--- src/rtl/fcme_ram.sv ---
// ----------------------------------------------------------------------------
// fcme_ram
// Generic single-write, single-read RAM with registered read data.
// ----------------------------------------------------------------------------
module fcme_ram #(
    parameter int WIDTH = 32,
    parameter int DEPTH = 64
) (
    input  logic                                       clk,
    input  logic                                       we,
    input  logic [((DEPTH > 1) ? $clog2(DEPTH) : 1)-1:0] waddr,
    input  logic [WIDTH-1:0]                           wdata,
    input  logic [((DEPTH > 1) ? $clog2(DEPTH) : 1)-1:0] raddr,
    output logic [WIDTH-1:0]                           rdata
);

    logic [WIDTH-1:0] mem_reg [DEPTH];

    always_ff @(posedge clk)
    begin
        if (we)
        begin
            mem_reg[waddr] <= wdata;
        end
        rdata <= mem_reg[raddr];
    end

endmodule

--- config.mk ---
export PLATFORM = sky130hd
export DESIGN_NAME = fcme_ram
export DESIGN_NICKNAME = d
export VERILOG_FILES = /design/src/rtl/fcme_ram.sv
export SDC_FILE = /design/constraint.sdc
export NUM_CORES = 2
export LEC_CHECK = 0
export BUFFER_PORTS_ARGS = -buffer_cell sky130_fd_sc_hd__buf_4
export CAP_MARGIN = 10
export CORE_ASPECT_RATIO = 0.8
export CORE_MARGIN = 3
export CORE_UTILIZATION = 25
export DETAILED_ROUTE_END_ITERATION = 8
export PLACE_DENSITY = 0.4
export SKIP_LAST_GASP = 1
export SLEW_MARGIN = 20
export SYNTH_ARGS = -nofsm -noshare
export SYNTH_HDL_FRONTEND = slang
export SYNTH_SLANG_ARGS = --single-unit
--- constraint.sdc ---
create_clock -name clk -period 4.14 [get_ports clk]
set_input_delay 0.414 -clock clk [delete_from_list [all_inputs] [get_ports clk]]
set_output_delay 0.414 -clock clk [all_outputs]
set_load 0.03 [all_outputs]
### After elaboration in Yosys (flattened, before gate mapping)

Memory sizes are Yosys's and may differ from the RTL's. A register that Yosys moved wholly into a read port is not among the register bits.
Index checks and enable logic that the tools add are counted.

| word-level totals | value |
|---|---|
| register bits | 0 |
| bits in writable memories | 2,048 |
| bits of input ports | 46 |
| output and inout port bits | 32 |
| logic and storage cells | 3 |
| memories | 1 |

Memories:

| name | depth | bits a word | read ports | clocked after Yosys merged registers in | write ports | RTL line | RTL |
|---|---|---|---|---|---|---|---|
| mem_reg | 64 | 32 | 1 | 1 | 1 | 17 | `logic [WIDTH-1:0] mem_reg [DEPTH];` |

| operators by class | value |
|---|---|
| muxes and demuxes | 2 |

Operators by type and width:

| kind | number |
|---|---|
| 2-to-1 mux 1 bit | 2 |

### Depth between registers and ports, before layout

| depth | value |
|---|---|
| word-level depth | 2 |
| mapped depth | 10 |
| depth with buffers taken out | 5 |

### Least setup slack after synthesis

OpenSTA, ideal clock, no wires.

| timing path | value |
|---|---|
| path type | input-to-reg |
| start point | in waddr[3] in the netlist's numbering |
| end point | mem mem_reg[48][0] (enable) |
| setup time | 0.461 ns |
| data arrival time | 3.113 ns |
| data required time | 3.679 ns |
| path slack | 0.566 ns |
| stages | 4 |
| buffers on the path | 1 |
| path through | clkbuf_1 > nor2b_1 > nand4b_1 > nor3_1 |

RTL lines:

| item | RTL line | RTL |
|---|---|---|
| start, declared | 11 | `input logic [((DEPTH > 1) ? $clog2(DEPTH) : 1)-1:0] waddr,` |
| end, declared | 17 |  |

Straight into the memory's write port.

==> results.yml <==
status:
  status: "finished, final reports clean"
synth:
  synth_area_leader_cell: "edfxtp_1"
  ys_seq_area_share_pct: 79.1
  synth_warnings: 0
  syn_area_sq_um: 78500
  synth_fp_nets: 3370
  synth_cells: 3324
  ys_seq_elements: 2080
  yosys-top-cells-area: "edfxtp_1 (78%), mux4_2 (16%), mux2i_1 (1.2%), dfxtp_1 (0.82%), o22ai_1 (0.67%)"
  yosys-top-cells-count: "edfxtp_1 (2,048), mux4_2 (544), nor2_1 (137)"
  synth_edf_count: 2048
  synth_most_common_cell: "edfxtp_1"
  synth_flop_cell: "edfxtp_1"
  synth_area_per_cell_sq_um: 23.6
  async_flop_share_pct: 0
  synth_top_area_share_pct: 78.3
  synth_cell_types: 34
sta:
  fin_crit_sh_pct: 70.3
  rsz0062_at_grt: "no"
  fmax_mhz: 344
  finalCriticalPeriod_ns: 2.91
  slew_headroom_pct: 24.4
  skew_ns: 0.0497
  maxSlewViolCount: 0
  finalHoldViolations: 0
  setup_violations: 0
  worst_pin_slew_ns: 1.13
  worst_slack_ns: 1.23
setup_path:
  cp_data_required_time_ns: 4.85
  crit_fanout: 58
  r2r_start: "mem_reg[37][4]"
  cp.arrival_ns: 3.62
  path_class: "in -> reg"
  endpoint_kind: "flop"
  cp-startpoint: "raddr[1]"
  startpoint_type: "input port"
floorplanning:
  coreArea_sq_um: 312000
  dieArea_sq_um: 321000
  die_h_microns: 507
  ioPinCount: 78
  start_util_pct: 25.2
  rows: 183
  die_x_microns: 633
routing:
  post_drt_wl_per_cell_microns: 30.5
  drt-pass1-iter-count: 5
  drtIter0Drc: 3589
  vias_per_cell: 4.63
  dr_total_vias: 36900
  ant_nets: 0
  drc_errors: 0
  wirelength_microns: 243000
grt:
  track_usage_pct: 15.0
  grt_max_degree: 65
  grt_antenna_before_repair: 23
  first_global_vias: 37900
  grt_pass1_wl_microns: 332000
  grt_overflow: 0
final_layout:
  area_growth_pct: 17.9
  final_cell_area_sq_um: 92600
  final_nets: 3673
  fillerInstances: 29900
  largest_reg_flops: 2048
  drive_gt1_share_pct: 30.6
pwr:
  power_frac_clock_pct: 41.9
  power_frac_seq_pct: 52.7
  p_sw_mw: 9.76
  p_comb_share_pct: 5.4
  leakagePower_nw: 28.1
  power_density_nw_per_um2: 481
  p_int_mw: 34.8
  peakVddDrop_uv: 333
  p_sw_share_pct: 21.9
clocking:
  cts_buffers: 215
  clock_latency_ns: 0.87
  cts_max_path_buffers: 4
  cts_root_buf: "clkbuf_16"
  cts.sinks: 2080
  cts_setup_buffers: 0
  path_clk_slew_ns: 0.06
  cts_tree: "done"
  cts_htree_levels: 4
worst_hold_path:
  hold_class: "in -> reg"
  worstHoldStart: "wdata[23]"
placed_design:
  pre_cts_slack_ns: 0.182
  dpl.hpwl_microns: 136000
  gp_congestion: 0.721
  port_buffers: 77
  place_area_sq_um: 85900
flow_run:
  maxCapViolCount: 0
## repair_timing
action | in CTS | in global routing
hold buffers | 1 | 0
gates resized for setup | 0 | 0
setup endpoints to repair | 0 | 0
hold endpoints to repair | 4 | 0
## routing by layer
metal	wire (microns)	vias to the layer above	share of wire (%)	track usage [%]
met5	0	-	0	0
met3	14700	283	6.0	3.05
met1	114000	20700	47	21.9
met4	4100	0	1.7	2.67
met2	111000	1011	46	23.2
li1	-	14900	-	-
## cells by family after synthesis
group / count (synthesis) / synth area share, %
AO/OA/AOI/OAI: 202 / 1.67
buffers and inverters: 182 / 1.13
flip-flops: 2080 / 79.1
multiplexers: 637 / 16.8
AND/OR/NAND/NOR: 223 / 1.27
## cells in the final DEF (no fill, tap or decap), types with 3 or more instances in the layout
cell type | synthesis | routed
nand3_1 | 5 | 5
buf_12 | 0 | 46
buf_4 | 25 | 216
diode_2 | 0 | 15
clkinvlp_4 | 0 | 4
or3_1 | 3 | 3
o221ai_1 | 27 | 27
mux4_2 | 544 | 544
clkbuf_16 | 0 | 217
edfxtp_1 | 2048 | 2048
a311oi_1 | 8 | 8
o22ai_2 | 0 | 3
clkinv_2 | 0 | 20
bufinv_16 | 0 | 10
a21oi_1 | 62 | 62
nor2_1 | 137 | 75
and3_1 | 4 | 4
or3b_2 | 3 | 3
nor2b_1 | 15 | 15
nand2b_1 | 8 | 7
nand3b_1 | 5 | 5
a22oi_1 | 12 | 12
clkinv_1 | 0 | 39
dfxtp_1 | 32 | 32
nor2_4 | 0 | 62
clkbuf_1 | 74 | 69
clkbuf_8 | 0 | 20
o22ai_1 | 84 | 81
a41o_1 | 4 | 4
mux2i_1 | 93 | 93
nor3_1 | 7 | 5
inv_6 | 0 | 5
o32ai_1 | 4 | 4
nand2_1 | 26 | 25
buf_8 | 0 | 3
## power by group through the flow
stage | Clock [mW] | Sequential [mW] | Combinational [mW]
floorplan | 0 | 23.9 | 1.13
global placement | 0 | 23.9 | 2.46
detailed placement | 0 | 23.9 | 2.47
CTS | 19.2 | 23.5 | 2.47
global route | 20.1 | 23.5 | 2.59
finish | 18.7 | 23.4 | 2.42
## worst max-delay path, stage by stage
cell,delay (ns)
buf_8,0.50
buf_12,0.27
buf_4,0.37
mux4_2,0.38
mux4_2,0.54
o22ai_1,0.76
nor2_1,0.11
## per-stage QoR
stage               cells  util, %  total power, mW  hold slack [ns]  TNS [ns]
floorplan            3324        -             25.0            0.513         0
global placement     7570     27.6             26.4            0.849    -0.182
detailed placement   7571     27.6             26.4            0.846         0
CTS                  7956     29.7             45.2           0.0562         0
global route         7958     29.7             46.1           0.0989         0
finish               7971     29.7             44.5           0.0929         0
## worst paths after layout
path / endpoint / slack [ns] / depth (start not counted)
setup / recovery: rdata[21] / 1.23 / 7
setup reg to reg: rdata[4] / 1.60 / 6
hold / removal: mem_reg[9][23] / 0.09 / 1
hold reg to reg: rdata[17] / 0.86 / 4
## cell type report
class	count	area, sq um	share of cell area (%)
antenna	15	37.5	0.0405
clock buffer	306	5960	6.44
clock inverter	78	621	0.670
multi-input combinational	1062	16000	17.3
sequential	2080	62100	67.1
tap	4162	5210	5.62
timing repair buffer	268	2620	2.83
Note: power is estimated with default switching activity, not from simulation.
