### src/rtl/fcme_pkg.sv
// ----------------------------------------------------------------------------
// fcme_pkg
// Shared types and constants of the mirrored-edge FIR convolution block.
// ----------------------------------------------------------------------------
package fcme_pkg;

    localparam int MAX_TAPS_DEFAULT   = 63;
    localparam int RING_DEPTH_DEFAULT = 128;

    // Widths that cover the largest legal kernel and ring in the job record.
    localparam int JOB_TC_W    = 8;
    localparam int JOB_PTR_W   = 10;
    localparam int QUEUE_DEPTH = 4;

    localparam logic REQ_TAP    = 1'b0;
    localparam logic REQ_SAMPLE = 1'b1;

    typedef struct packed {
        logic               req_type;
        logic signed [31:0] value;
        logic               last;
    } req_item_t;

    typedef struct packed {
        logic signed [31:0] result;
        logic               last_res;
        logic               short_signal;
    } res_item_t;

    // One output position to compute: position, signal length so far, ring
    // slot of the newest sample, kernel length and the flags of the result.
    typedef struct packed {
        logic [31:0]          pos;
        logic [31:0]          count;
        logic [JOB_PTR_W-1:0] last_ptr;
        logic [JOB_TC_W-1:0]  ntaps;
        logic                 short_flag;
        logic                 last_flag;
    } job_t;

    typedef enum logic {
        FR_IDLE,
        FR_FLUSH
    } front_state_t;

    typedef enum logic [2:0] {
        BK_IDLE,
        BK_LOAD,
        BK_ADDR,
        BK_MAC,
        BK_DRAIN,
        BK_SCALE,
        BK_DONE
    } back_state_t;

endpackage

### src/rtl/fcme_queue.sv
// ----------------------------------------------------------------------------
// fcme_queue
// Short job queue between the classifying front and the computing back.
// ----------------------------------------------------------------------------
module fcme_queue (
    input  logic           clk,
    input  logic           rst_n,
    input  logic           push,
    input  fcme_pkg::job_t push_job,
    input  logic           pop,
    output fcme_pkg::job_t head_job,
    output logic           empty,
    output logic           full
);
    import fcme_pkg::*;

    localparam int QAW = (QUEUE_DEPTH > 1) ? $clog2(QUEUE_DEPTH) : 1;
    localparam int QCW = $clog2(QUEUE_DEPTH + 1);

    job_t           slot_reg [QUEUE_DEPTH];
    logic [QAW-1:0] head_reg;
    logic [QAW-1:0] tail_reg;
    logic [QCW-1:0] count_reg;
    logic [QAW-1:0] head_next;
    logic [QAW-1:0] tail_next;
    logic [QCW-1:0] count_next;

    assign empty    = (count_reg == '0);
    assign full     = (count_reg == QCW'(QUEUE_DEPTH));
    assign head_job = slot_reg[head_reg];

    always_comb
    begin
        head_next  = head_reg;
        tail_next  = tail_reg;
        count_next = count_reg;
        if (push)
        begin
            tail_next = (tail_reg == QAW'(QUEUE_DEPTH - 1)) ? '0 : tail_reg + 1'b1;
        end
        if (pop)
        begin
            head_next = (head_reg == QAW'(QUEUE_DEPTH - 1)) ? '0 : head_reg + 1'b1;
        end
        if (push && !pop)
        begin
            count_next = count_reg + 1'b1;
        end
        else if (pop && !push)
        begin
            count_next = count_reg - 1'b1;
        end
    end

    always_ff @(posedge clk or negedge rst_n)
    begin
        if (!rst_n)
        begin
            head_reg  <= '0;
            tail_reg  <= '0;
            count_reg <= '0;
        end
        else
        begin
            head_reg  <= head_next;
            tail_reg  <= tail_next;
            count_reg <= count_next;
        end
    end

    always_ff @(posedge clk)
    begin
        if (push)
        begin
            slot_reg[tail_reg] <= push_job;
        end
    end

`ifndef SYNTHESIS
    a_no_overflow: assert property (@(posedge clk) disable iff (!rst_n)
        push |-> (!full || pop))
        else $error("job queue written while full");
    a_no_underflow: assert property (@(posedge clk) disable iff (!rst_n)
        pop |-> !empty)
        else $error("job queue read while empty");
`endif

endmodule

### config.mk
export PLATFORM = sky130hd
export DESIGN_NAME = fcme_queue
export DESIGN_NICKNAME = d
export VERILOG_FILES = /design/src/rtl/fcme_pkg.sv /design/src/rtl/fcme_queue.sv
export SDC_FILE = /design/constraint.sdc
export NUM_CORES = 1
export LEC_CHECK = 0
export ABC_AREA = 1
export BUFFER_PORTS_ARGS = -buffer_cell sky130_fd_sc_hd__buf_2
export CAP_MARGIN = 20
export CORE_ASPECT_RATIO = 1.75
export CORE_UTILIZATION = 43
export CTS_CLUSTER_DIAMETER = 50
export CTS_CLUSTER_SIZE = 16
export DETAILED_ROUTE_END_ITERATION = 10
export MAX_ROUTING_LAYER = met4
export PLACE_DENSITY = 0.65
export SLEW_MARGIN = 0
export SYNTH_ARGS = -nofsm -noshare
export SYNTH_HDL_FRONTEND = slang
export SYNTH_SLANG_ARGS = --single-unit
### constraint.sdc
create_clock -name clk -period 3.55 [get_ports clk]
set_clock_uncertainty 0.1 [all_clocks]
set_input_delay 0.1775 -clock clk [delete_from_list [all_inputs] [get_ports clk]]
set_output_delay 0.1775 -clock clk [all_outputs]
set_load 0.01 [all_outputs]
# Yosys cells after proc, flatten, opt, wreduce, memory -nomap -nowiden
# Memories as Yosys holds them, arrays and structs flattened.
# Index checks and enable logic that the tools add are counted.
dict set report classes {
  order_cmp 0
  shift 0
  n_div 0
  muxes 6
  eq_ne 3
  mul 0
  addsub 4
  n_reduce_logical 6
  bitwise_logic 0
}
# cell count
set op_table {}
lappend op_table {{$mux W3} 2}
lappend op_table {{$add A2 B1 Y2 const B} 2}
lappend op_table {{$eq A2 B2 Y1 const B} 2}
lappend op_table {{$mux W2} 2}
lappend op_table {{$add A3 B1 Y3 const B} 1}
lappend op_table {{$eq A3 B3 Y1 const B} 1}
lappend op_table {{$logic_not A3 Y1} 1}
lappend op_table {{$sub A3 B1 Y3 const B} 1}
lappend op_table {{$logic_and A1 B1 Y1} 2}
lappend op_table {{$logic_not A1 Y1} 2}
lappend op_table {{$mux W1} 2}
lappend op_table {{$reduce_bool A2 Y1} 1}
dict set report word_totals {
  word_cells 23
  ram_bits 336
  output_inout_bits 86
  mem_bits_ro 0
  inputBits 88
  reg_bits 7
  latchBits 0
  memories 1
}
# name depth width rd rd_ports_with_merged_regs write_ports line
set mem_list {}
lappend mem_list {slot_reg 4 84 1 0 1 fcme_queue.sv:20} ;# job_t slot_reg [QUEUE_DEPTH];

# Longest topological paths before layout
dict set report depth {
  word_depth 4
  mapped_depth 9
  depth_no_buf 9
}

# Worst setup path after synthesis
# No wires, ideal clock.
dict set report synth_path {
  path_type {reg2reg}
  from {reg tail_reg[0]}
  to {mem slot_reg[2][0] in the netlist's numbering, enable pin}
  path_stages_with_launch 5
  path_buffers 0
  arrival_ns 2.286
  period_less_slack_ns 2.824
  required_ns 3.012
  setup_slack_ns 0.726
  setup_ns 0.438
  path_cell_list {dfrtp_1 -> inv_1 -> ha_1 -> nand2_1 -> inv_1}
}
# element line
set synth_lines {}
lappend synth_lines {{start: declaration} fcme_queue.sv:22} ;# logic [QAW-1:0] tail_reg;
lappend synth_lines {{start signal: assignment} fcme_queue.sv:66} ;# tail_reg <= tail_next;
lappend synth_lines {{end: declaration} fcme_queue.sv:20}
# No word-level cell before the write port.

==> flow_metrics.py <==
metrics = {
    "run_status": {
        "run_status": "completed",
    },
    "clocking": {
        "cts_resized": 0,
        "clkLatencyLatePin_ns": 0.54,
        "clock_tree.buffer_depth": 3,
        "cts_htree_levels": 1,
        "tritoncts": "done",
        "clk_pin_slew_worst_paths_ns": 0.07,
        "tritoncts.num_buffers": 26,
        "total_clock_sinks": 343,
        "root_buffer": "clkbuf_16",
    },
    "drt": {
        "dr.first_iter.drc_count": 408,
        "vias": 8277,
        "finalWirelength_um": 27300,
        "drc_violation_count_after_routing": 0,
        "wl_per_cell_um": 16.1,
        "drtAntennaViolNets": 0,
        "via_density": 4.89,
        "drt_pass1_iterations": 5,
    },
    "finish": {
        "net_count_reported_at_finish": 1373,
        "final_core_util_pct": 52.9,
        "layout.area.seq_um2": 10300,
        "mostFrequentLayoutCell": "edfxtp_1",
        "p_r_area_growth_vs_syn_pct": 20.9,
        "instances_no_fill": 1692,
        "multi_input_comb_area_um2": 2470,
        "fin_area_um2": 16600,
        "largest_register_ff_count": 336,
        "final.fill_count": 2647,
        "commonest_cells_after_routing_fill_and_taps_aside": "edfxtp_1, nand2_1, inv_1",
        "drive_above_1_share_pct": 18.0,
    },
    "sta": {
        "slew_viol_final": 0,
        "unrepaired_setup_endpoints_after_global_routing": "no",
        "final_critical_path_setup_slack_ns": 0.847,
        "finalCriticalPeriod_ns": 2.70,
        "worst-slew-pin-transition_ns": 0.632,
        "timing.hold.ws_ns": 0.287,
        "final_min_period_over_clock_period_pct": 76.1,
        "max-slew-margin-rel_pct": 57.9,
        "setup-violations-final": 0,
        "final_hold_viol_count": 0,
        "tns_ns": 0,
        "timing.fmax_mhz": 370,
    },
    "placed_design": {
        "dpl-instance-area_um2": 15000,
        "pre_cts_ws_ns": 1.38,
        "hpwlAfterDp_um": 15600,
        "placed_cells_incl_taps": 1558,
        "globalplace.congestion": 0.752,
        "portBuffers": 173,
    },
    "logic_synthesis": {
        "synth_cell_type_count": 20,
        "synthesized_flop_and_latch_total": 343,
        "post_synth_instance_area_um2": 13700,
        "synthTopCellsByArea": "edfxtp_1, o211ai_1, nand2_1, inv_1, dfrtp_1",
        "synth_sequential_area_ratio_pct": 74.7,
        "synth_largest_type_area_fraction_pct": 73.4,
        "post-synth-top-area-cell": "edfxtp_1",
        "postSynthCellCount": 1032,
        "ys.warnings.count": 0,
        "postSynthNetCount": 1127,
        "synth_area_per_cell_um2": 13.3,
    },
    "global_route": {
        "global_route_wire_length_before_repair_um": 41900,
        "gr-total-overflow": 0,
        "pin_count_of_the_biggest_net_entering_global_routing": 112,
        "number_of_global_route_vias_before_repair": 8188,
        "grtUsageTotal_pct": 17.5,
        "grt_antenna_before_repair": 4,
    },
    "power": {
        "pwr-share-comb_pct": 32.2,
        "power.sequential.fraction_pct": 45.2,
        "peakVddDrop_v": 0.000578,
        "cellPowerDensity_nw_per_um2": 723,
        "internal_power_contribution_mw": 7.94,
        "power.share.switching_pct": 33.9,
        "total_leakage_power_nw": 6.70,
        "pwr-share-clk_pct": 22.6,
        "p_total_mw": 12.0,
        "switching_pwr_mw": 4.07,
    },
    "die": {
        "die_area_um2": 32700,
        "core_area_um2": 31400,
        "die_width_um": 137,
        "top_level_ports": 174,
        "initial_utilization_pct": 43.7,
        "fp-row-count": 86,
        "die_height_um": 238,
    },
    "setup_path": {
        "cp_cell_sequence": "inv_8 > buf_4 > nand2_1 > o211ai_1 > nand2_1 > buf_2",
        "crit_top_cell": "nand2_1",
        "worst-path-max-fanout": 111,
        "critPathLaunchType": "flop",
        "cp_slowest_cell": "inv_8",
        "worst-endpoint-required_ns": 3.27,
        "critical_path.top_delay_family": "buffers and inverters",
        "critical_path_buf_inv_count": 3,
        "endpoint_kind": "output pin",
        "crit_arrival_ns": 2.43,
        "worstSetupPathType": "flop to output pin",
        "critical-path-max-stage-delay_ns": 0.49,
    },
    "run": {
        "maxCapViolations": 0,
    },
    "min_path": {
        "min-delay-path-class": "primary input to flop",
    },
}
area by class of cell:
| type | count | share of cell area, % |
|---|---|---|
| Timing Repair Buffer | 273 | 11.6 |
| Inverter | 181 | 4.20 |
| Antenna cell | 5 | 0.0753 |
| Clock inverter | 4 | 0.166 |
| Sequential cell | 343 | 61.8 |
| Clock buffer | 37 | 4.35 |
| Multi-Input combinational cell | 453 | 14.8 |
| Tap cell | 396 | 2.98 |
synthesized netlist by cell type:
master	instances
buf_2	34
buf_4	10
buf_6	6
clkbuf_1	5
dfrtp_1	7
edfxtp_1	336
fa_1	1
ha_1	6
inv_1	179
inv_2	2
nand2_1	268
nand3_1	1
nand4_1	1
nor2_1	1
nor3_1	2
o211ai_1	158
o211ai_2	10
o21ai_0	3
o21ai_1	1
xnor2_1	1
worst paths after layout:
path | depth (start not counted) | slack (ns) | from | end
setup / recovery | 6 | 0.85 | head_reg[0]$_DFFE_PN0P_ | head_job[82]
hold / removal | 2 | 0.29 | push_job[7] | slot_reg[3][7]$_DFFE_PP_
setup reg to reg | 5 | 1.50 | tail_reg[0]$_DFFE_PN0P_ | slot_reg[0][17]$_DFFE_PP_
hold reg to reg | 2 | 0.44 | count_reg[2]$_DFFE_PN0P_ | count_reg[2]$_DFFE_PN0P_
max in group asynchronous | 3 | 2.54 | rst_n | head_reg[1]$_DFFE_PN0P_
min in group asynchronous | 3 | 0.52 | rst_n | count_reg[2]$_DFFE_PN0P_
layer usage:
layer / up-vias / global-route usage [%] / share of wire, %
met5: - / - / 0
met4: 0 / 7.26 / 2.6
met3: 44 / 2.23 / 3.6
met2: 185 / 32.4 / 55
met1: 3970 / 18.1 / 39
li1: 4078 / - / -
power groups by stage:
| stage | clock [mW] | sequential, mW | combinational (mW) |
|---|---|---|---|
| 2_1_floorplan | 0 | 5.45 | 2.57 |
| 3_3_place_gp | 0 | 5.50 | 3.84 |
| 3_5_place_dp | 0 | 5.53 | 3.89 |
| 4_1_cts | 2.78 | 5.44 | 3.97 |
| 5_1_grt | 2.91 | 5.49 | 4.33 |
| 6_report | 2.71 | 5.43 | 3.87 |
cells by family after synthesis:
| logic type | synth area share, % |
|---|---|
| adders and majority gates | 0.692 |
| AOI/OAI and AO/OA | 9.69 |
| DFF | 74.7 |
| xor gates and xnor gates | 0.0637 |
| buffers and inverters | 7.36 |
| and+or+nand+nor | 7.50 |
timing repair:
item | CTS | global route
hold buffers | 88 | 0
endpoints found under the hold margin | 348 | 0
buffers inserted | 0 | 0
setup endpoints to repair | 0 | 0
Power figures use the tool's default switching activity.
