`src/rtl/fcme_pkg.sv`:
```
// ----------------------------------------------------------------------------
// fcme_pkg
// Shared types and constants of the mirrored-edge FIR convolution block.
// ----------------------------------------------------------------------------
package fcme_pkg;

    localparam int MAX_TAPS_DEFAULT   = 63;
    localparam int RING_DEPTH_DEFAULT = 128;

    // Widths that cover the largest legal kernel and ring in the job record.
    localparam int JOB_TC_W    = 8;
    localparam int JOB_PTR_W   = 10;
    localparam int QUEUE_DEPTH = 4;

    localparam logic REQ_TAP    = 1'b0;
    localparam logic REQ_SAMPLE = 1'b1;

    typedef struct packed {
        logic               req_type;
        logic signed [31:0] value;
        logic               last;
    } req_item_t;

    typedef struct packed {
        logic signed [31:0] result;
        logic               last_res;
        logic               short_signal;
    } res_item_t;

    // One output position to compute: position, signal length so far, ring
    // slot of the newest sample, kernel length and the flags of the result.
    typedef struct packed {
        logic [31:0]          pos;
        logic [31:0]          count;
        logic [JOB_PTR_W-1:0] last_ptr;
        logic [JOB_TC_W-1:0]  ntaps;
        logic                 short_flag;
        logic                 last_flag;
    } job_t;

    typedef enum logic {
        FR_IDLE,
        FR_FLUSH
    } front_state_t;

    typedef enum logic [2:0] {
        BK_IDLE,
        BK_LOAD,
        BK_ADDR,
        BK_MAC,
        BK_DRAIN,
        BK_SCALE,
        BK_DONE
    } back_state_t;

endpackage

```
`src/rtl/fcme_front.sv`:
```
// ----------------------------------------------------------------------------
// fcme_front
// Accepts tap and sample items, keeps the kernel and signal counters, writes
// the tap and sample stores and queues one job per output position.
// ----------------------------------------------------------------------------
module fcme_front #(
    parameter int MAX_TAPS   = fcme_pkg::MAX_TAPS_DEFAULT,
    parameter int RING_DEPTH = fcme_pkg::RING_DEPTH_DEFAULT
) (
    input  logic                                             clk,
    input  logic                                             rst_n,
    input  logic                                             req_valid,
    output logic                                             req_stall,
    input  fcme_pkg::req_item_t                              req_data,
    input  logic                                             back_idle,
    input  logic                                             q_empty,
    input  logic                                             q_full,
    output logic                                             push,
    output fcme_pkg::job_t                                   push_job,
    output logic                                             tap_we,
    output logic [((MAX_TAPS > 1) ? $clog2(MAX_TAPS) : 1)-1:0] tap_waddr,
    output logic [31:0]                                      tap_wdata,
    output logic                                             ring_we,
    output logic [$clog2(RING_DEPTH)-1:0]                    ring_waddr,
    output logic [31:0]                                      ring_wdata
);
    import fcme_pkg::*;

    localparam int TAW = (MAX_TAPS > 1) ? $clog2(MAX_TAPS) : 1;
    localparam int TCW = $clog2(MAX_TAPS + 1);
    localparam int RW  = $clog2(RING_DEPTH);

    front_state_t   state_reg;
    front_state_t   state_next;
    logic [TCW-1:0] tap_count_reg;
    logic [TCW-1:0] tap_count_next;
    logic           closed_reg;
    logic           closed_next;
    logic [31:0]    seen_reg;
    logic [31:0]    seen_next;
    logic [31:0]    sent_reg;
    logic [31:0]    sent_next;
    logic [RW-1:0]  wptr_reg;
    logic [RW-1:0]  wptr_next;
    logic [31:0]    fl_pos_reg;
    logic [31:0]    fl_pos_next;
    logic [31:0]    fl_count_reg;
    logic [31:0]    fl_count_next;
    logic [RW-1:0]  fl_ptr_reg;
    logic [RW-1:0]  fl_ptr_next;
    logic           fl_short_reg;
    logic           fl_short_next;

    logic           accept;
    logic           is_sample;
    logic [31:0]    n_new;
    logic           ends_signal;
    logic [TCW-1:0] half;
    logic [TCW-1:0] tc_base;
    logic           fl_final;

    assign accept      = req_valid && !req_stall;
    assign is_sample   = (req_data.req_type == REQ_SAMPLE);
    assign n_new       = seen_reg + 32'd1;
    // A sample that fills the counter to its top closes the signal as well.
    assign ends_signal = req_data.last || (n_new == 32'hFFFF_FFFF);
    assign half        = tap_count_reg >> 1;
    assign tc_base     = closed_reg ? '0 : tap_count_reg;
    assign fl_final    = (fl_pos_reg == fl_count_reg - 32'd1);

    // Items enter only when every earlier job is finished, so the stores
    // never change under a computation in flight.
    always_comb
    begin
        req_stall = 1'b1;
        case (state_reg)
            FR_IDLE:  req_stall = !(q_empty && back_idle);
            FR_FLUSH: req_stall = 1'b1;
            default:  req_stall = 1'b1;
        endcase
    end

    always_comb
    begin
        state_next = state_reg;
        case (state_reg)
            FR_IDLE:
            begin
                if (accept && is_sample && ends_signal)
                begin
                    state_next = FR_FLUSH;
                end
            end
            FR_FLUSH:
            begin
                if (!q_full && fl_final)
                begin
                    state_next = FR_IDLE;
                end
            end
            default: state_next = FR_IDLE;
        endcase
    end

    always_comb
    begin
        tap_count_next = tap_count_reg;
        closed_next    = closed_reg;
        seen_next      = seen_reg;
        sent_next      = sent_reg;
        wptr_next      = wptr_reg;
        fl_pos_next    = fl_pos_reg;
        fl_count_next  = fl_count_reg;
        fl_ptr_next    = fl_ptr_reg;
        fl_short_next  = fl_short_reg;
        push           = 1'b0;
        push_job       = '0;
        tap_we         = 1'b0;
        tap_waddr      = tc_base[TAW-1:0];
        tap_wdata      = req_data.value;
        ring_we        = 1'b0;
        ring_waddr     = wptr_reg;
        ring_wdata     = req_data.value;
        case (state_reg)
            FR_IDLE:
            begin
                if (accept && !is_sample)
                begin
                    // A tap abandons any signal in progress.
                    seen_next   = '0;
                    sent_next   = '0;
                    wptr_next   = '0;
                    closed_next = req_data.last;
                    if (tc_base < TCW'(MAX_TAPS))
                    begin
                        tap_we         = 1'b1;
                        tap_count_next = tc_base + 1'b1;
                    end
                    else
                    begin
                        tap_count_next = tc_base;
                    end
                end
                else if (accept)
                begin
                    closed_next = 1'b1;
                    ring_we     = 1'b1;
                    if (ends_signal)
                    begin
                        fl_pos_next   = sent_reg;
                        fl_count_next = n_new;
                        fl_ptr_next   = wptr_reg;
                        fl_short_next = (n_new <= 32'(half));
                        seen_next     = '0;
                        sent_next     = '0;
                        wptr_next     = '0;
                    end
                    else
                    begin
                        seen_next = n_new;
                        wptr_next = (wptr_reg == RW'(RING_DEPTH - 1)) ? '0 : wptr_reg + 1'b1;
                        if (({1'b0, sent_reg} + 33'(half)) < {1'b0, n_new})
                        begin
                            push                = 1'b1;
                            push_job.pos        = sent_reg;
                            push_job.count      = n_new;
                            push_job.last_ptr   = JOB_PTR_W'(wptr_reg);
                            push_job.ntaps      = JOB_TC_W'(tap_count_reg);
                            push_job.short_flag = 1'b0;
                            push_job.last_flag  = 1'b0;
                            sent_next           = sent_reg + 32'd1;
                        end
                    end
                end
            end
            FR_FLUSH:
            begin
                if (!q_full)
                begin
                    push                = 1'b1;
                    push_job.pos        = fl_pos_reg;
                    push_job.count      = fl_count_reg;
                    push_job.last_ptr   = JOB_PTR_W'(fl_ptr_reg);
                    push_job.ntaps      = JOB_TC_W'(tap_count_reg);
                    push_job.short_flag = fl_short_reg;
                    push_job.last_flag  = fl_final;
                    fl_pos_next         = fl_pos_reg + 32'd1;
                end
            end
            default:
            begin
                push = 1'b0;
            end
        endcase
    end

    always_ff @(posedge clk or negedge rst_n)
    begin
        if (!rst_n)
        begin
            state_reg     <= FR_IDLE;
            tap_count_reg <= '0;
            closed_reg    <= 1'b0;
            seen_reg      <= '0;
            sent_reg      <= '0;
            wptr_reg      <= '0;
        end
        else
        begin
            state_reg     <= state_next;
            tap_count_reg <= tap_count_next;
            closed_reg    <= closed_next;
            seen_reg      <= seen_next;
            sent_reg      <= sent_next;
            wptr_reg      <= wptr_next;
        end
    end

    always_ff @(posedge clk)
    begin
        fl_pos_reg   <= fl_pos_next;
        fl_count_reg <= fl_count_next;
        fl_ptr_reg   <= fl_ptr_next;
        fl_short_reg <= fl_short_next;
    end

`ifndef SYNTHESIS
    a_flush_quiet: assert property (@(posedge clk) disable iff (!rst_n)
        (state_reg == FR_FLUSH) |-> (!tap_we && !ring_we))
        else $error("store written during a flush");
`endif

endmodule

```
`config.mk`:
```
export PLATFORM = sky130hd
export DESIGN_NAME = fcme_front
export DESIGN_NICKNAME = d
export VERILOG_FILES = /design/src/rtl/fcme_pkg.sv /design/src/rtl/fcme_front.sv
export SDC_FILE = /design/constraint.sdc
export NUM_CORES = 1
export LEC_CHECK = 0
export BUFFER_PORTS_ARGS = -buffer_cell sky130_fd_sc_hd__buf_2
export CAP_MARGIN = 20
export CORE_AREA = 5 5 205 207
export CTS_CLUSTER_SIZE = 24
export DETAILED_ROUTE_END_ITERATION = 7
export DIE_AREA = 0 0 210 212
export PLACE_DENSITY = 0.44
export SLEW_MARGIN = 20
export SYNTH_ARGS = -nofsm -noshare
export SYNTH_HDL_FRONTEND = slang
export SYNTH_SLANG_ARGS = --single-unit
export TNS_END_PERCENT = 100
```
`constraint.sdc`:
```
create_clock -name clk -period 11.5 [get_ports clk]
set_input_delay 1.15 -clock clk [delete_from_list [all_inputs] [get_ports clk]]
set_output_delay 1.15 -clock clk [all_outputs]
set_load 0.03 [all_outputs]
```
Yosys cells after proc, flatten, opt, wreduce, memory -nomap -nowiden

Index checks and enable logic that the tools add are counted.

Memories kept: 0
Output and inout bits: 165
Memory bits (writable): 0
Memory bits (read-only): 0
Bits in registers: 151
Latch bits: 0

Order comparisons: 3
Shifts and indexed selects: 0
Mux-type cells: 42
Bitwise gates (word level): 2
Div/mod/pow operators: 0
Multiply operators: 0
Equality and inequality tests: 7
Add/subtract/negate cells: 7
Reduce and logical (&&, ||, !) cells: 18

Operator list:

| cell                  | number |
|---|---|
| $mux 84               | 5 |
| $mux 32               | 11 |
| $pmux 84 s2           | 1 |
| $add 32x1->32 const B | 3 |
| $pmux 32 s2           | 1 |
| $add 32x5->33         | 1 |
| $lt 33x32->1          | 1 |
| $eq 32x32->1          | 1 |
| $eq 32x32->1 const B  | 1 |
| $le 32x5->1           | 1 |
| $sub 32x1->32 const B | 1 |
| $mux 7                | 4 |
| $mux 1                | 15 |
| $mux 6                | 2 |
| $ne 2x2->1 const B    | 4 |
| $reduce_and 4->1      | 2 |
| $add 7x1->7 const B   | 1 |
| $eq 7x7->1 const B    | 1 |
| $add 6x1->6 const B   | 1 |
| $logic_and 1x1->1     | 6 |
| $lt 6x6->1 const B    | 1 |
| $pmux 1 s2            | 3 |
| $logic_not 1->1       | 4 |
| $reduce_and 2->1      | 2 |
| 5 further kinds       | 6 |

Depth between registers and ports, before layout

Word-level depth: 9
Mapped depth: 24
Gate-level depth less buffers: 21

Least setup slack after synthesis

Ideal clock, no wire load.

Kind: flip-flop to output port
Start: reg tap_count_reg[1]
End: out push_job[2] in the netlist's numbering
Required time: 10.350 ns
Buffers on the path: 3
Stages on the path, launching flop included: 25
Data arrival time: 4.829 ns
Path slack: 5.521 ns
Path through: dfrtp_1 > ha_1 > inv_1 > fa_1 > nor2b_1 > o21ai_0 > a21boi_0 > or2_2 > and2_1 > clkbuf_1 > nand2_1 > nor2_1 > xor2_1 > ha_1 > and4_1 > nand4_1 > or4_1 > a311oi_1 > a211o_1 > or3_1 > clkbuf_1 > nor3_2 > or2_1 > buf_2 > and2_1

RTL lines:

| what                   | line              | source |
|---|---|---|
| start, declared        | fcme_front.sv:35  | `logic [TCW-1:0] tap_count_reg;` |
| start signal, assigned | fcme_front.sv:211 | `tap_count_reg <= tap_count_next;` |
| end, declared          | fcme_front.sv:19  | `output fcme_pkg::job_t push_job,` |

==> impl_metrics.env <==
export IMPL_outcome="finished clean"
export IMPL_fin_crit_sh_pct=66.6
export IMPL_io_pin_count=205
export IMPL_async_reset_ff_share_pct=52.3
export IMPL_end_kind="primary output"
export IMPL_max_freq_ghz=0.131
export IMPL_root_buffer="clkbuf_16"
export IMPL_die_y_um=212
export IMPL_synth_flop_cell="dfrtp_1"
export IMPL_area_delta_synth_final_pct=9.54
export IMPL_antenna_found_initial=0
export IMPL_worstHoldPathType="flip-flop to flip-flop"
export IMPL_dieArea_mm2=0.0445
export IMPL_synth_distinct_cells=76
export IMPL_numPortBuffers=103
export IMPL_required_ns=10.35
export IMPL_maxCapViolCount=0
export IMPL_ys_seq_area_share_pct=35.0
export IMPL_cts_htree_levels=4
export IMPL_grt_usage_pct=17.9
export IMPL_crit_path_top_delay_cell="nor4_1"
export IMPL_grt_overflow=0
export IMPL_ys_warn_count=0
export IMPL_ctsHoldBuffers=0
export IMPL_grt_pass1_wl_um=61900
export IMPL_finalWirelength_um=40200
export IMPL_slew_violations=0
export IMPL_fin_nets=1479
export IMPL_clock_sinks=151
export IMPL_grt_pass1_vias=9989
export IMPL_drive_gt1_share_pct=13.4
export IMPL_cp_start_kind="flip-flop"
export IMPL_start_util_pct=29.4
export IMPL_setup_viol=0
export IMPL_rsz0062_at_grt="no"
export IMPL_slew_headroom_pct=35.5
export IMPL_postCtsResizedCells=0
export IMPL_placementRows=74
export IMPL_tightest_slew_ns=0.959
export IMPL_path_clk_slew_ns=0.07
export IMPL_syn_avg_cell_area_um2=8.42
export IMPL_design_power_total_mw=1.25
export IMPL_gp_congestion=0.882
export IMPL_dr_pass1_iters=5
export IMPL_drc_errors=0
export IMPL_synth_area_mm2=0.0118
export IMPL_cts_inserted_buffers=17
export IMPL_crit_arrival_ns=6.50
export IMPL_num_vias=10274
export IMPL_synth_seq_cells=151
export IMPL_wl_met3_um=1800
export IMPL_mostFrequentLayoutCell="nand2_1"
export IMPL_ant_nets=0
export IMPL_wl_met1_um=19000
export IMPL_clkLatencyLatePin_ns=0.44
export IMPL_met2_length_um=18800
export IMPL_highest_layer="met4"
export IMPL_multiInputGateArea_mm2=0.00660
export IMPL_cts_setup_buffers=0
export IMPL_min_period_ns=7.65
export IMPL_timing_hold_violations_final=0
export IMPL_cp_max_fo=44
export IMPL_cts_tree="built"
export IMPL_crit_path_cell_trace="nand3_1 -> nor4_1 -> and2_1 -> nand2_1 -> nor3_1 -> nand3_1 -> xor2_1 -> ha_1 -> and4_1 -> nand4_1 -> or4_1 -> a311oi_1 -> a211o_1 -> or3_1 -> nor3_4 -> buf_4 -> or2_1 -> and2_1 -> buf_2"
export IMPL_nFillCells=4264
export IMPL_via_per_inst=5.31
export IMPL_syn_inst=1403
export IMPL_die_x_um=210
export IMPL_path_class="flip-flop to primary output"
export IMPL_grt_max_degree=73
export IMPL_finClkSkew_ns=0.0139
export IMPL_synth_edff_count=72
export IMPL_tns_ns=0
export IMPL_wl_per_cell_um=20.8
export IMPL_clockBufferDepth=2
export IMPL_cellPowerDensity_mw_per_mm2=96.3
export IMPL_max_stage_delay_ns=0.70
export IMPL_final_cell_mix="131 x nand2_1, 110 x o21ai_0, 110 x nor2_1"
export IMPL_seq_area_mm2=0.00414
export IMPL_peakVddDrop_mv=0.0980
export IMPL_p_leak_nw=5.41
export IMPL_first_iter_violations=706
export IMPL_cp_top_family="simple AND/OR/NAND/NOR gates"
export IMPL_crit_buf_inv=2
export IMPL_hpwl_um=30200
export IMPL_core_area_mm2=0.0402
worst reg2reg max path, cell delays in order, from the launching register on:
cell	delay [ns]
dfrtp_1	0.51
nand3_1	0.23
nor4_1	0.70
and2_1	0.29
nand2_1	0.17
nor3_1	0.43
nand3_1	0.15
xor2_1	0.33
ha_1	0.30
and4_1	0.17
nand4_1	0.12
or4_1	0.13
a311oi_1	0.04
a211o_1	0.36
or3_1	0.63
or4_1	0.64
or2_2	0.33
o311ai_1	0.24
cell usage after synthesis (all sizes together), types with 6 or more instances:
cell type	count	area (µm²)
nand2	131	492
o21ai	118	591
nor2	115	437
buf	88	611
dfrtp	79	1980
clkbuf	76	285
edfxtp	72	2160
xnor2	66	578
nand3	65	325
a21oi	60	300
xor2	58	508
inv	57	214
ha	48	601
a22o	46	403
nand4	43	284
nor3	29	150
and2	23	144
nor4	20	131
or3	18	113
and3	15	95.1
a31oi	14	87.6
or4	13	97.6
o31ai	12	104
a21o	11	82.6
a211oi	9	67.6
nand2b	8	50.1
nand4b	8	76.3
nor2b	8	50.1
or2	8	50.1
a22oi	7	52.6
mux2i	6	60.1
o211ai	6	45.0
o21a	6	45.0
final timing paths:
| path | from | to | slack, ns | cells after the start |
|---|---|---|---|---|
| setup / recovery | seen_reg[8]$_DFFE_PN0P_ | push_job[7] | 3.85 | 19 |
| hold / removal | seen_reg[13]$_DFFE_PN0P_ | seen_reg[13]$_DFFE_PN0P_ | 0.55 | 2 |
| setup reg to reg | seen_reg[8]$_DFFE_PN0P_ | sent_reg[17]$_DFFE_PN0P_ | 5.61 | 17 |
| hold reg to reg | seen_reg[13]$_DFFE_PN0P_ | seen_reg[13]$_DFFE_PN0P_ | 0.55 | 2 |
| max in group asynchronous | rst_n | sent_reg[29]$_DFFE_PN0P_ | 9.77 | 2 |
| min in group asynchronous | rst_n | tap_count_reg[1]$_DFFE_PN0P_ | 0.65 | 1 |
logic make-up (layout without fill, tap and decap cells):
family,Yosys count,in the layout,synth area share [%]
fa+ha+maj,49,49,5.25
buf+inv,221,217,9.40
flops,151,151,35.0
compound gates,327,327,17.9
mux,8,8,0.699
simple gates,522,522,22.5
xor+xnor,124,124,9.19
other cells,1,6,0.0317
cell type report:
type | instances | area share, %
clock inverter | 15 | 1.24
sequential | 151 | 32.0
tap | 532 | 5.14
clock buffer | 17 | 3.29
inverter | 57 | 1.65
timing repair buffer | 128 | 5.61
antenna | 1 | 0.0193
multi-input combinational | 1035 | 51.0
per-stage QoR:
stage          util, %  setup WS (ns)  instance area [µm²]  instances  hold WS (ns)
6_report          32.2           3.85                12900       1936         0.552
3_5_place_dp      30.7           4.33                12300       1903         0.541
5_1_grt           32.2           3.33                12900       1935         0.591
4_1_cts           32.2           3.82                12900       1935         0.553
2_1_floorplan        -           5.52                11800       1407         0.491
3_3_place_gp      30.7           4.53                12300       1902         0.530
power breakdown:
part / switching [mW] / total (mW) / internal, mW
Sequential: 0.0131 / 0.587 / 0.573
Combinational: 0.0571 / 0.0864 / 0.0293
Clock: 0.266 / 0.573 / 0.308
Total: 0.336 / 1.25 / 0.910
layer usage:
layer | global-route usage [%] | vias to the layer above
li1 | - | 4962
met1 | 24.8 | 5022
met2 | 29.0 | 266
met3 | 3.32 | 24
met4 | 4.48 | 0
met5 | 0 | -
No activity file was read; power rests on OpenSTA's default activity.
