$ cat src/rtl/fcme_pkg.sv
// ----------------------------------------------------------------------------
// fcme_pkg
// Shared types and constants of the mirrored-edge FIR convolution block.
// ----------------------------------------------------------------------------
package fcme_pkg;

    localparam int MAX_TAPS_DEFAULT   = 63;
    localparam int RING_DEPTH_DEFAULT = 128;

    // Widths that cover the largest legal kernel and ring in the job record.
    localparam int JOB_TC_W    = 8;
    localparam int JOB_PTR_W   = 10;
    localparam int QUEUE_DEPTH = 4;

    localparam logic REQ_TAP    = 1'b0;
    localparam logic REQ_SAMPLE = 1'b1;

    typedef struct packed {
        logic               req_type;
        logic signed [31:0] value;
        logic               last;
    } req_item_t;

    typedef struct packed {
        logic signed [31:0] result;
        logic               last_res;
        logic               short_signal;
    } res_item_t;

    // One output position to compute: position, signal length so far, ring
    // slot of the newest sample, kernel length and the flags of the result.
    typedef struct packed {
        logic [31:0]          pos;
        logic [31:0]          count;
        logic [JOB_PTR_W-1:0] last_ptr;
        logic [JOB_TC_W-1:0]  ntaps;
        logic                 short_flag;
        logic                 last_flag;
    } job_t;

    typedef enum logic {
        FR_IDLE,
        FR_FLUSH
    } front_state_t;

    typedef enum logic [2:0] {
        BK_IDLE,
        BK_LOAD,
        BK_ADDR,
        BK_MAC,
        BK_DRAIN,
        BK_SCALE,
        BK_DONE
    } back_state_t;

endpackage

$ cat src/rtl/fcme_back.sv
// ----------------------------------------------------------------------------
// fcme_back
// Takes one job at a time, walks the kernel (not for a short signal or an
// empty kernel) through a pipelined multiply-accumulate with mirrored
// sample addressing, and rounds and saturates the sum into the output register.
// ----------------------------------------------------------------------------
module fcme_back #(
    parameter int MAX_TAPS   = fcme_pkg::MAX_TAPS_DEFAULT,
    parameter int RING_DEPTH = fcme_pkg::RING_DEPTH_DEFAULT
) (
    input  logic                                             clk,
    input  logic                                             rst_n,
    input  logic                                             q_empty,
    input  fcme_pkg::job_t                                   head_job,
    output logic                                             pop,
    output logic                                             idle,
    output logic [((MAX_TAPS > 1) ? $clog2(MAX_TAPS) : 1)-1:0] tap_raddr,
    input  logic [31:0]                                      tap_rdata,
    output logic [$clog2(RING_DEPTH)-1:0]                    ring_raddr,
    input  logic [31:0]                                      ring_rdata,
    output logic                                             res_valid,
    input  logic                                             res_stall,
    output fcme_pkg::res_item_t                              res_data
);
    import fcme_pkg::*;

    localparam int TAW = (MAX_TAPS > 1) ? $clog2(MAX_TAPS) : 1;
    localparam int TCW = $clog2(MAX_TAPS + 1);
    localparam int RW  = $clog2(RING_DEPTH);
    localparam int MW  = TCW + RW + 1;

    back_state_t        state_reg;
    back_state_t        state_next;
    job_t               job_reg;
    logic signed [33:0] t_reg;
    logic signed [33:0] nm1_reg;
    logic [TCW-1:0]     d_reg;
    logic [RW-1:0]      ptr_reg;
    logic [TCW-1:0]     k_reg;
    logic               rd_v_reg;
    logic signed [63:0] prod_reg;
    logic               prod_v_reg;
    logic signed [63:0] acc_reg;
    logic [31:0]        res_reg;
    logic               out_valid_reg;
    res_item_t          out_data_reg;

    logic [TCW-1:0]     ntaps;
    logic [TCW-1:0]     half;
    logic [RW-1:0]      lp;
    logic signed [33:0] t_start;
    logic signed [33:0] nm1;
    logic signed [33:0] i_start;
    logic signed [33:0] d_start;
    logic [MW-1:0]      rem_w;
    logic [RW-1:0]      rem_r;
    logic [RW-1:0]      ptr_start;
    logic               issue;
    logic               step_down;
    logic [RW-1:0]      ptr_step;
    logic signed [63:0] sum;
    logic signed [63:0] acc_sat;
    logic signed [34:0] q_round;
    logic [31:0]        q_sat;
    logic               out_load;

    assign ntaps    = job_reg.ntaps[TCW-1:0];
    assign half     = ntaps >> 1;
    assign lp       = job_reg.last_ptr[RW-1:0];
    assign idle     = (state_reg == BK_IDLE);
    assign issue    = (state_reg == BK_MAC) && (k_reg < ntaps);
    assign out_load = (state_reg == BK_DONE) && (!out_valid_reg || !res_stall);

    // First position of the window, mirrored into the signal, and its
    // distance back from the newest sample.
    assign t_start = $signed({2'b00, job_reg.pos}) - $signed(34'(half));
    assign nm1     = $signed({2'b00, job_reg.count}) - 34'sd1;
    assign i_start = t_start[33] ? -t_start : t_start;
    assign d_start = nm1 - i_start;

    // Reduce the distance modulo the ring depth, one binary digit a step.
    always_comb
    begin
        rem_w = MW'(d_reg);
        for (int s = TCW - 1; s >= 0; s--)
        begin
            if (rem_w >= (MW'(RING_DEPTH) << s))
            begin
                rem_w = rem_w - (MW'(RING_DEPTH) << s);
            end
        end
        rem_r = rem_w[RW-1:0];
        if (lp >= rem_r)
        begin
            ptr_start = lp - rem_r;
        end
        else
        begin
            ptr_start = RW'({1'b0, lp} + (RW + 1)'(RING_DEPTH) - {1'b0, rem_r});
        end
    end

    // The mirrored index runs down left of the signal, up inside it and down
    // again once it passes the newest sample.
    assign step_down = t_reg[33] || !(t_reg < nm1_reg);
    always_comb
    begin
        if (step_down)
        begin
            ptr_step = (ptr_reg == '0) ? RW'(RING_DEPTH - 1) : ptr_reg - 1'b1;
        end
        else
        begin
            ptr_step = (ptr_reg == RW'(RING_DEPTH - 1)) ? '0 : ptr_reg + 1'b1;
        end
    end

    assign tap_raddr  = k_reg[TAW-1:0];
    assign ring_raddr = ptr_reg;

    // Saturating accumulate and round-half-up scaling by 2^-30.
    assign sum = acc_reg + prod_reg;
    always_comb
    begin
        acc_sat = sum;
        if ((acc_reg[63] == prod_reg[63]) && (sum[63] != acc_reg[63]))
        begin
            acc_sat = prod_reg[63] ? {1'b1, 63'd0} : {1'b0, {63{1'b1}}};
        end
        q_round = $signed({acc_reg[63], acc_reg[63:30]}) + $signed({34'd0, acc_reg[29]});
        if ((q_round[34:31] == 4'b0000) || (q_round[34:31] == 4'b1111))
        begin
            q_sat = q_round[31:0];
        end
        else
        begin
            q_sat = q_round[34] ? 32'h8000_0000 : 32'h7FFF_FFFF;
        end
    end

    always_comb
    begin
        pop = 1'b0;
        case (state_reg)
            BK_IDLE: pop = !q_empty;
            default: pop = 1'b0;
        endcase
    end

    always_comb
    begin
        state_next = state_reg;
        case (state_reg)
            BK_IDLE:
            begin
                if (!q_empty)
                begin
                    state_next = BK_LOAD;
                end
            end
            BK_LOAD:
            begin
                if (job_reg.short_flag || (ntaps == '0))
                begin
                    state_next = BK_SCALE;
                end
                else
                begin
                    state_next = BK_ADDR;
                end
            end
            BK_ADDR:  state_next = BK_MAC;
            BK_MAC:
            begin
                if (!(k_reg < ntaps))
                begin
                    state_next = BK_DRAIN;
                end
            end
            BK_DRAIN:
            begin
                if (!rd_v_reg && !prod_v_reg)
                begin
                    state_next = BK_SCALE;
                end
            end
            BK_SCALE: state_next = BK_DONE;
            BK_DONE:
            begin
                if (out_load)
                begin
                    state_next = BK_IDLE;
                end
            end
            default:  state_next = BK_IDLE;
        endcase
    end

    always_ff @(posedge clk or negedge rst_n)
    begin
        if (!rst_n)
        begin
            state_reg     <= BK_IDLE;
            rd_v_reg      <= 1'b0;
            prod_v_reg    <= 1'b0;
            out_valid_reg <= 1'b0;
        end
        else
        begin
            state_reg  <= state_next;
            rd_v_reg   <= issue;
            prod_v_reg <= rd_v_reg;
            if (out_load)
            begin
                out_valid_reg <= 1'b1;
            end
            else if (!res_stall)
            begin
                out_valid_reg <= 1'b0;
            end
        end
    end

    always_ff @(posedge clk)
    begin
        if (pop)
        begin
            job_reg <= head_job;
            acc_reg <= '0;
        end
        else if (prod_v_reg)
        begin
            acc_reg <= acc_sat;
        end
        if (state_reg == BK_LOAD)
        begin
            t_reg   <= t_start;
            nm1_reg <= nm1;
            d_reg   <= d_start[TCW-1:0];
        end
        if (state_reg == BK_ADDR)
        begin
            ptr_reg <= ptr_start;
            k_reg   <= '0;
        end
        else if (issue)
        begin
            ptr_reg <= ptr_step;
            t_reg   <= t_reg + 34'sd1;
            k_reg   <= k_reg + 1'b1;
        end
        if (rd_v_reg)
        begin
            prod_reg <= $signed(tap_rdata) * $signed(ring_rdata);
        end
        if (state_reg == BK_SCALE)
        begin
            res_reg <= q_sat;
        end
        if (out_load)
        begin
            out_data_reg.result       <= res_reg;
            out_data_reg.last_res     <= job_reg.last_flag;
            out_data_reg.short_signal <= job_reg.short_flag;
        end
    end

    assign res_valid = out_valid_reg;
    assign res_data  = out_data_reg;

`ifndef SYNTHESIS
    a_drained: assert property (@(posedge clk) disable iff (!rst_n)
        (state_reg == BK_SCALE) |-> (!rd_v_reg && !prod_v_reg))
        else $error("scaling started with products still in flight");
    a_read_in_walk: assert property (@(posedge clk) disable iff (!rst_n)
        rd_v_reg |-> ((state_reg == BK_MAC) || (state_reg == BK_DRAIN)))
        else $error("store read outside the kernel walk");
`endif

endmodule

$ cat config.mk
export PLATFORM = sky130hd
export DESIGN_NAME = fcme_back
export DESIGN_NICKNAME = d
export VERILOG_FILES = /design/src/rtl/fcme_pkg.sv /design/src/rtl/fcme_back.sv
export SDC_FILE = /design/constraint.sdc
export NUM_CORES = 2
export LEC_CHECK = 0
export ABC_AREA = 1
export BUFFER_PORTS_ARGS = -buffer_cell sky130_fd_sc_hd__buf_4
export CORE_UTILIZATION = 65
export CTS_BUF_LIST = sky130_fd_sc_hd__clkbuf_8
export DETAILED_ROUTE_END_ITERATION = 6
export PLACE_DENSITY = 0.79
export SLEW_MARGIN = 20
export SYNTH_ARGS = -nofsm -noshare
export SYNTH_HDL_FRONTEND = slang
export SYNTH_SLANG_ARGS = --single-unit
$ cat constraint.sdc
create_clock -name clk -period 8.1 [get_ports clk]
set_input_delay 1.62 -clock clk [delete_from_list [all_inputs] [get_ports clk]]
set_output_delay 1.62 -clock clk [all_outputs]
set_load 0.01 [all_outputs]
; ---- Word level (Yosys, flattened, before mapping)
; Index checks and enable logic that the tools add are counted.
[totals]
ff_bits = 365
wordCells = 96
out_inout_bits = 50
[op_classes]
muxes = 23
multipliers = 1
add_sub_neg = 13
n_reduce_logical = 20
magnitude_cmp = 3
n_eq_ne = 15
[ops]
columns = cell, count
row1 = 64-bit 2-to-1 mux, 2
row2 = 34-bit 2-to-1 mux, 3
row3 = 64-bit adder, 1
row4 = 32-bit by 32-bit multiplier with 64-bit output, 1
row5 = 32-bit 2-to-1 mux, 2
row6 = 7-bit 2-to-1 mux, 6
row7 = 34-bit by 2-bit adder with 35-bit output, 1
row8 = "34-bit by 2-bit adder with 34-bit output, second input constant", 1
row9 = 34-bit by 33-bit less-than comparator with 1-bit output, 1
row10 = "32-bit by 1-bit subtractor with 33-bit output, second input constant", 1
row11 = 32-bit by 5-bit subtractor with 33-bit output, 1
row12 = 3-bit case mux with 7 select lines, 1
row13 = 3-bit 2-to-1 mux, 5
row14 = "7-bit by 1-bit adder with 7-bit output, second input constant", 2
row15 = 7-bit by 6-bit subtractor with 7-bit output, 2
row16 = "3-bit == test, second input constant", 3
row17 = "2-bit inequality test, second input constant", 4
row18 = "7-bit == test, second input constant", 1
row19 = 7-bit by 6-bit greater-or-equal comparator with 1-bit output, 1
row20 = 7-bit logical NOT, 1
row21 = "7-bit by 1-bit subtractor with 7-bit output, second input constant", 1
row22 = "6-bit by 1-bit adder with 6-bit output, second input constant", 1
row23 = "3-bit by 2-bit == test with 1-bit output, second input constant", 2
row24 = 1-bit logical NOT, 6
row25 = 17 further kinds, 25

; ---- Depth between registers and ports, before layout
[depth]
depth_word = 6
mapped_depth = 34
mapped_depth_nobuf = 33

; ---- Worst setup path before layout
; No wires, ideal clock.
[synth_timing]
path_kind = input port to flip-flop
start = in tap_rdata[31]
end = reg prod_reg[63], data pin
arrival_ps = 8410
setup_ps = 252
required_ps = 7848
stages = 29
setup_slack_ps = -562
path_cell_list = clkbuf_1 -> nand2_1 -> inv_1 -> fa_1 -> inv_1 -> fa_1 -> inv_1 -> fa_1 -> fa_1 -> inv_1 -> fa_1 -> inv_1 -> fa_1 -> inv_1 -> fa_1 -> inv_1 -> fa_1 -> ha_1 -> a21o_1 -> a31oi_1 -> nor2_1 -> nor2_1 -> nor2_1 -> nor2_1 -> o21ai_0 -> a21oi_1 -> inv_1 -> nand2_1 -> nand2_1
[synth_via]
elab_chain_len = 1
[synth_lines]
columns = element, line_no
row1 = start: declaration, fcme_back.sv:18  ; input logic [31:0] tap_rdata,
row2 = 32-bit by 32-bit multiplier with 64-bit output, fcme_back.sv:254  ; prod_reg <= $signed(tap_rdata) * $signed(ring_rdata);
row3 = end signal: assignment, fcme_back.sv:254
row4 = end: declaration, fcme_back.sv:41  ; logic signed [63:0] prod_reg;
; Every way passes these cells.
; A chain may end at the register's enable or synchronous reset.

; ---- Worst setup path in the final report
[layout_timing]
start = in ring_rdata[3]
end = reg prod_reg[63], data pin
[layout_via]
elab_chain_len = 1
[layout_lines]
columns = element, line_no
row1 = start: declaration, fcme_back.sv:20  ; input logic [31:0] ring_rdata,
row2 = 32-bit by 32-bit multiplier with 64-bit output, fcme_back.sv:254
; Every way passes these cells.

==> metrics.md <==
| Metric | Value |
|---|---|
| Run status | `completed` |
| Timing-limited maximum frequency | `0.1263 GHz` |
| Number of instances in the synthesized netlist | `7393` |
| Number of levels the H-tree was split into | `2` |
| CP Capture Type | `register` |
| Routed WL per cell | `18.39 um` |
| Sink Count | `365` |
| Wire length of the first global-routing pass | `270.5 mm` |
| Largest stage delay on the critical path | `0.59 ns` |
| Number of I/O port buffers | `roughly 200` |
| Share of post-route cells with drive strength above 1 | `12.51%` |
| Max-cap viol count | `0` |
| Total of flip-flops plus latches after synthesis | `365` |
| Hold Path End | `res_data[23]` |
| First-iteration detailed-routing DRC count | `3880` |
| Clock tree from TritonCTS | `done` |
| Antenna violations before repair | `6` |
| Slew margin rel. | `25.17%` |
| Number of flip-flops under the largest register name | `74` |
| Leading cell types in the layout, fill and taps excluded | `inv_1 (1945), nand2_1 (1720), fa_1 (1079)` |
| Startpoint of the most critical register-to-register path | `prod_reg[26]` |
| Post-route minimum period | `7.919 ns` |
| Setup_tns | `0 ns` |
| Crit path max-delay cell type | `fa_2` |
| Type of the worst setup path | `input port to register` |
| Largest net degree at the start of global routing | `86` |
| Proportion of synthesized flip-flops having asynchronous set or reset | `between 1.5 and 2%` |
| Number of distinct standard cells referenced by the synthesized netlist | `56` |
| Count of flip-flops with a built-in enable after synthesis | `between 200 and 300` |
| Worst flop-to-flop path endpoint | `acc_reg[10]` |
| Fraction of the yosys area taken by sequential cells | `16.58%` |
| Setup skew after layout | `0.02479 ns` |
| Synth-to-layout area growth | `13.69%` |
| Final weighted congestion of routability-driven global placement | `1.014` |
| Pins over their slew limit | `0` |
| Synth Area per Inst | `8.067 um2` |
| Startpoint class of the critical path | `input port` |
| Syn. warnings | `0` |
| Number of fill cells | `6724` |
| Clock transition at the register clock pins on the worst setup and hold paths after CTS | `0.07 ns` |
| Slew @ Worst Pin | `around 1.1 ns` |
| Commonest non-fill, non-tap cell in the layout | `inv_1` |
| DP Cell Count | `9056` |
| Number of antenna-violating nets in the routed design | `0` |
| TritonCTS buffer count | `52` |
| Delay-heaviest family, CP | `adder cells` |
| Startpoint of the lowest-slack hold path | `res_reg[21]` |
| Effective utilization at floorplan | `65.96%` |
| Crit. path cell count | `31` |
| RSZ-0062 raised after global routing | `true` |
| Standard cell core area | `between 90000 and 100000 um2` |
| Fin crit share | `97.76%` |
| Chip width | `304.9 um` |
| Die area | `92970 um2` |
| Maximum buffer depth of the clock tree | `3` |
| Util after Layout | `74.99%` |
| Buffers and inverters on the worst path | `11` |
| Total congestion overflow | `0` |
| DRT Pass-1 Iters | `6` |
| Number of vias after detailed routing | `50050` |
| Later-pin clock latency in the skew report | `approximately 0.64 ns` |
| Count of placed standard cells in the final layout, fillers left out | `9161` |
| Top_reg_cell synth | `edfxtp_1` |
| Worst-case register-to-register setup slack | `3.60 ns` |
| Hold Fails Final Rpt | `0` |
| Die Height | `slightly above 300 um` |
| Number of nets in the final layout | `9487` |
| Cell at the root of the clock tree | `clkbuf_8` |
| Post-detailed-routing wire length | `about 170 mm` |
| Required time worst endpoint | `8.49 ns` |
| Most frequent cell on the critical path | `fa_1` |
| Number of I/O pins | `202` |
| Worst Hold Class | `register to register` |
| Largest driver fanout on the critical path | `7` |
| HPWL Detailed | `~140 mm` |
| Site row count | `110` |
| Via count of the first global-routing pass | `roughly 53000` |
| Gr usage total | `between 30 and 40%` |
| Via-to-Cell Ratio | `5.463` |
| Hold-critical path depth | `0` |
| Arrival time at the worst endpoint | `8.31 ns` |
| Number of design rule violations left after detail routing | `0` |
| Final Setup Violations | `0` |
| Mapped Nets | `8942` |
| Syn Std Cell Area | `59640 um2` |
| Worst reg2reg path depth | `15` |
-- final cells by class --
cell class                      count  area, um2  area share [%]
Antenna cell                        6      15.01         0.02214
Clock buffer                       55      757.0           1.116
Clock inverter                     40      324.1          0.4779
Inverter                         1953       7335           10.82
Multi-Input combinational cell   4837      41920           61.82
Sequential cell                   365       9891           14.59
Tap cell                         1176       1471           2.170
Timing Repair Buffer              729       6097           8.992
-- Yosys cell counts (54+ instances only) --
cell type	n	share of area, %
o21ai_0	257	2.2
xnor2_1	54	0.79
nand3_1	174	1.5
clkbuf_1	231	1.5
nand4_1	62	0.65
dfxtp_1	104	3.5
inv_1	1948	12
a21oi_1	271	2.3
edfxtp_1	255	13
fa_1	1087	36
nand2_1	1727	11
nor2_1	438	2.8
ha_1	310	6.5
xor2_1	141	2.1
nor3_1	61	0.51
-- metal layers --
layer	routed length (um)	GRT usage (%)	vias to the layer above
met3	14010	5.132	383
met2	80600	62.55	2221
met1	67120	48.69	24470
met4	6708	13.39	2
met5	13	0	-
li1	-	-	22970
-- through the flow --
stage                     hold slack, ns  area, um2  setup WS [ns]
final                             0.4042      67810         0.1811
after global routing              0.4207      67810       -0.02005
after CTS                         0.4061      67480        0.02868
after detailed placement          0.4045      66400        -0.6369
after global placement            0.4011      66400        -0.5941
after floorplan                   0.4003      59820        -0.3131
-- logic make-up after synthesis --
group	after synthesis	share of synthesized area (%)
flip-flops	365	16.58
AND/OR/NAND/NOR	2594	17.79
AO/OA/AOI/OAI	651	5.939
buffers and inverters	2191	13.83
XOR/XNOR	195	2.864
adder cells (fa/ha/maj)	1397	42.99
-- worst max-delay path by stage --
stage	startpoint	end	slack, ns
after floorplan	tap_rdata[31]	prod_reg[63]	-0.31
after global placement	tap_rdata[31]	prod_reg[63]	-0.59
after detailed placement	ring_rdata[4]	prod_reg[52]	-0.64
after CTS	ring_rdata[4]	prod_reg[52]	0.03
after global routing	ring_rdata[3]	prod_reg[62]	-0.02
final	ring_rdata[3]	prod_reg[63]	0.18
-- repair_timing --
item / in CTS / in global routing
endpoints found under the setup margin: 0 / 31
buffers inserted: 0 / 3
hold buffers: 0 / 0
resized for setup: 0 / 69
Power is left out: the tool's default activity adds up to more than one toggle a clock period on the data nets, which glitch-free logic cannot reach.
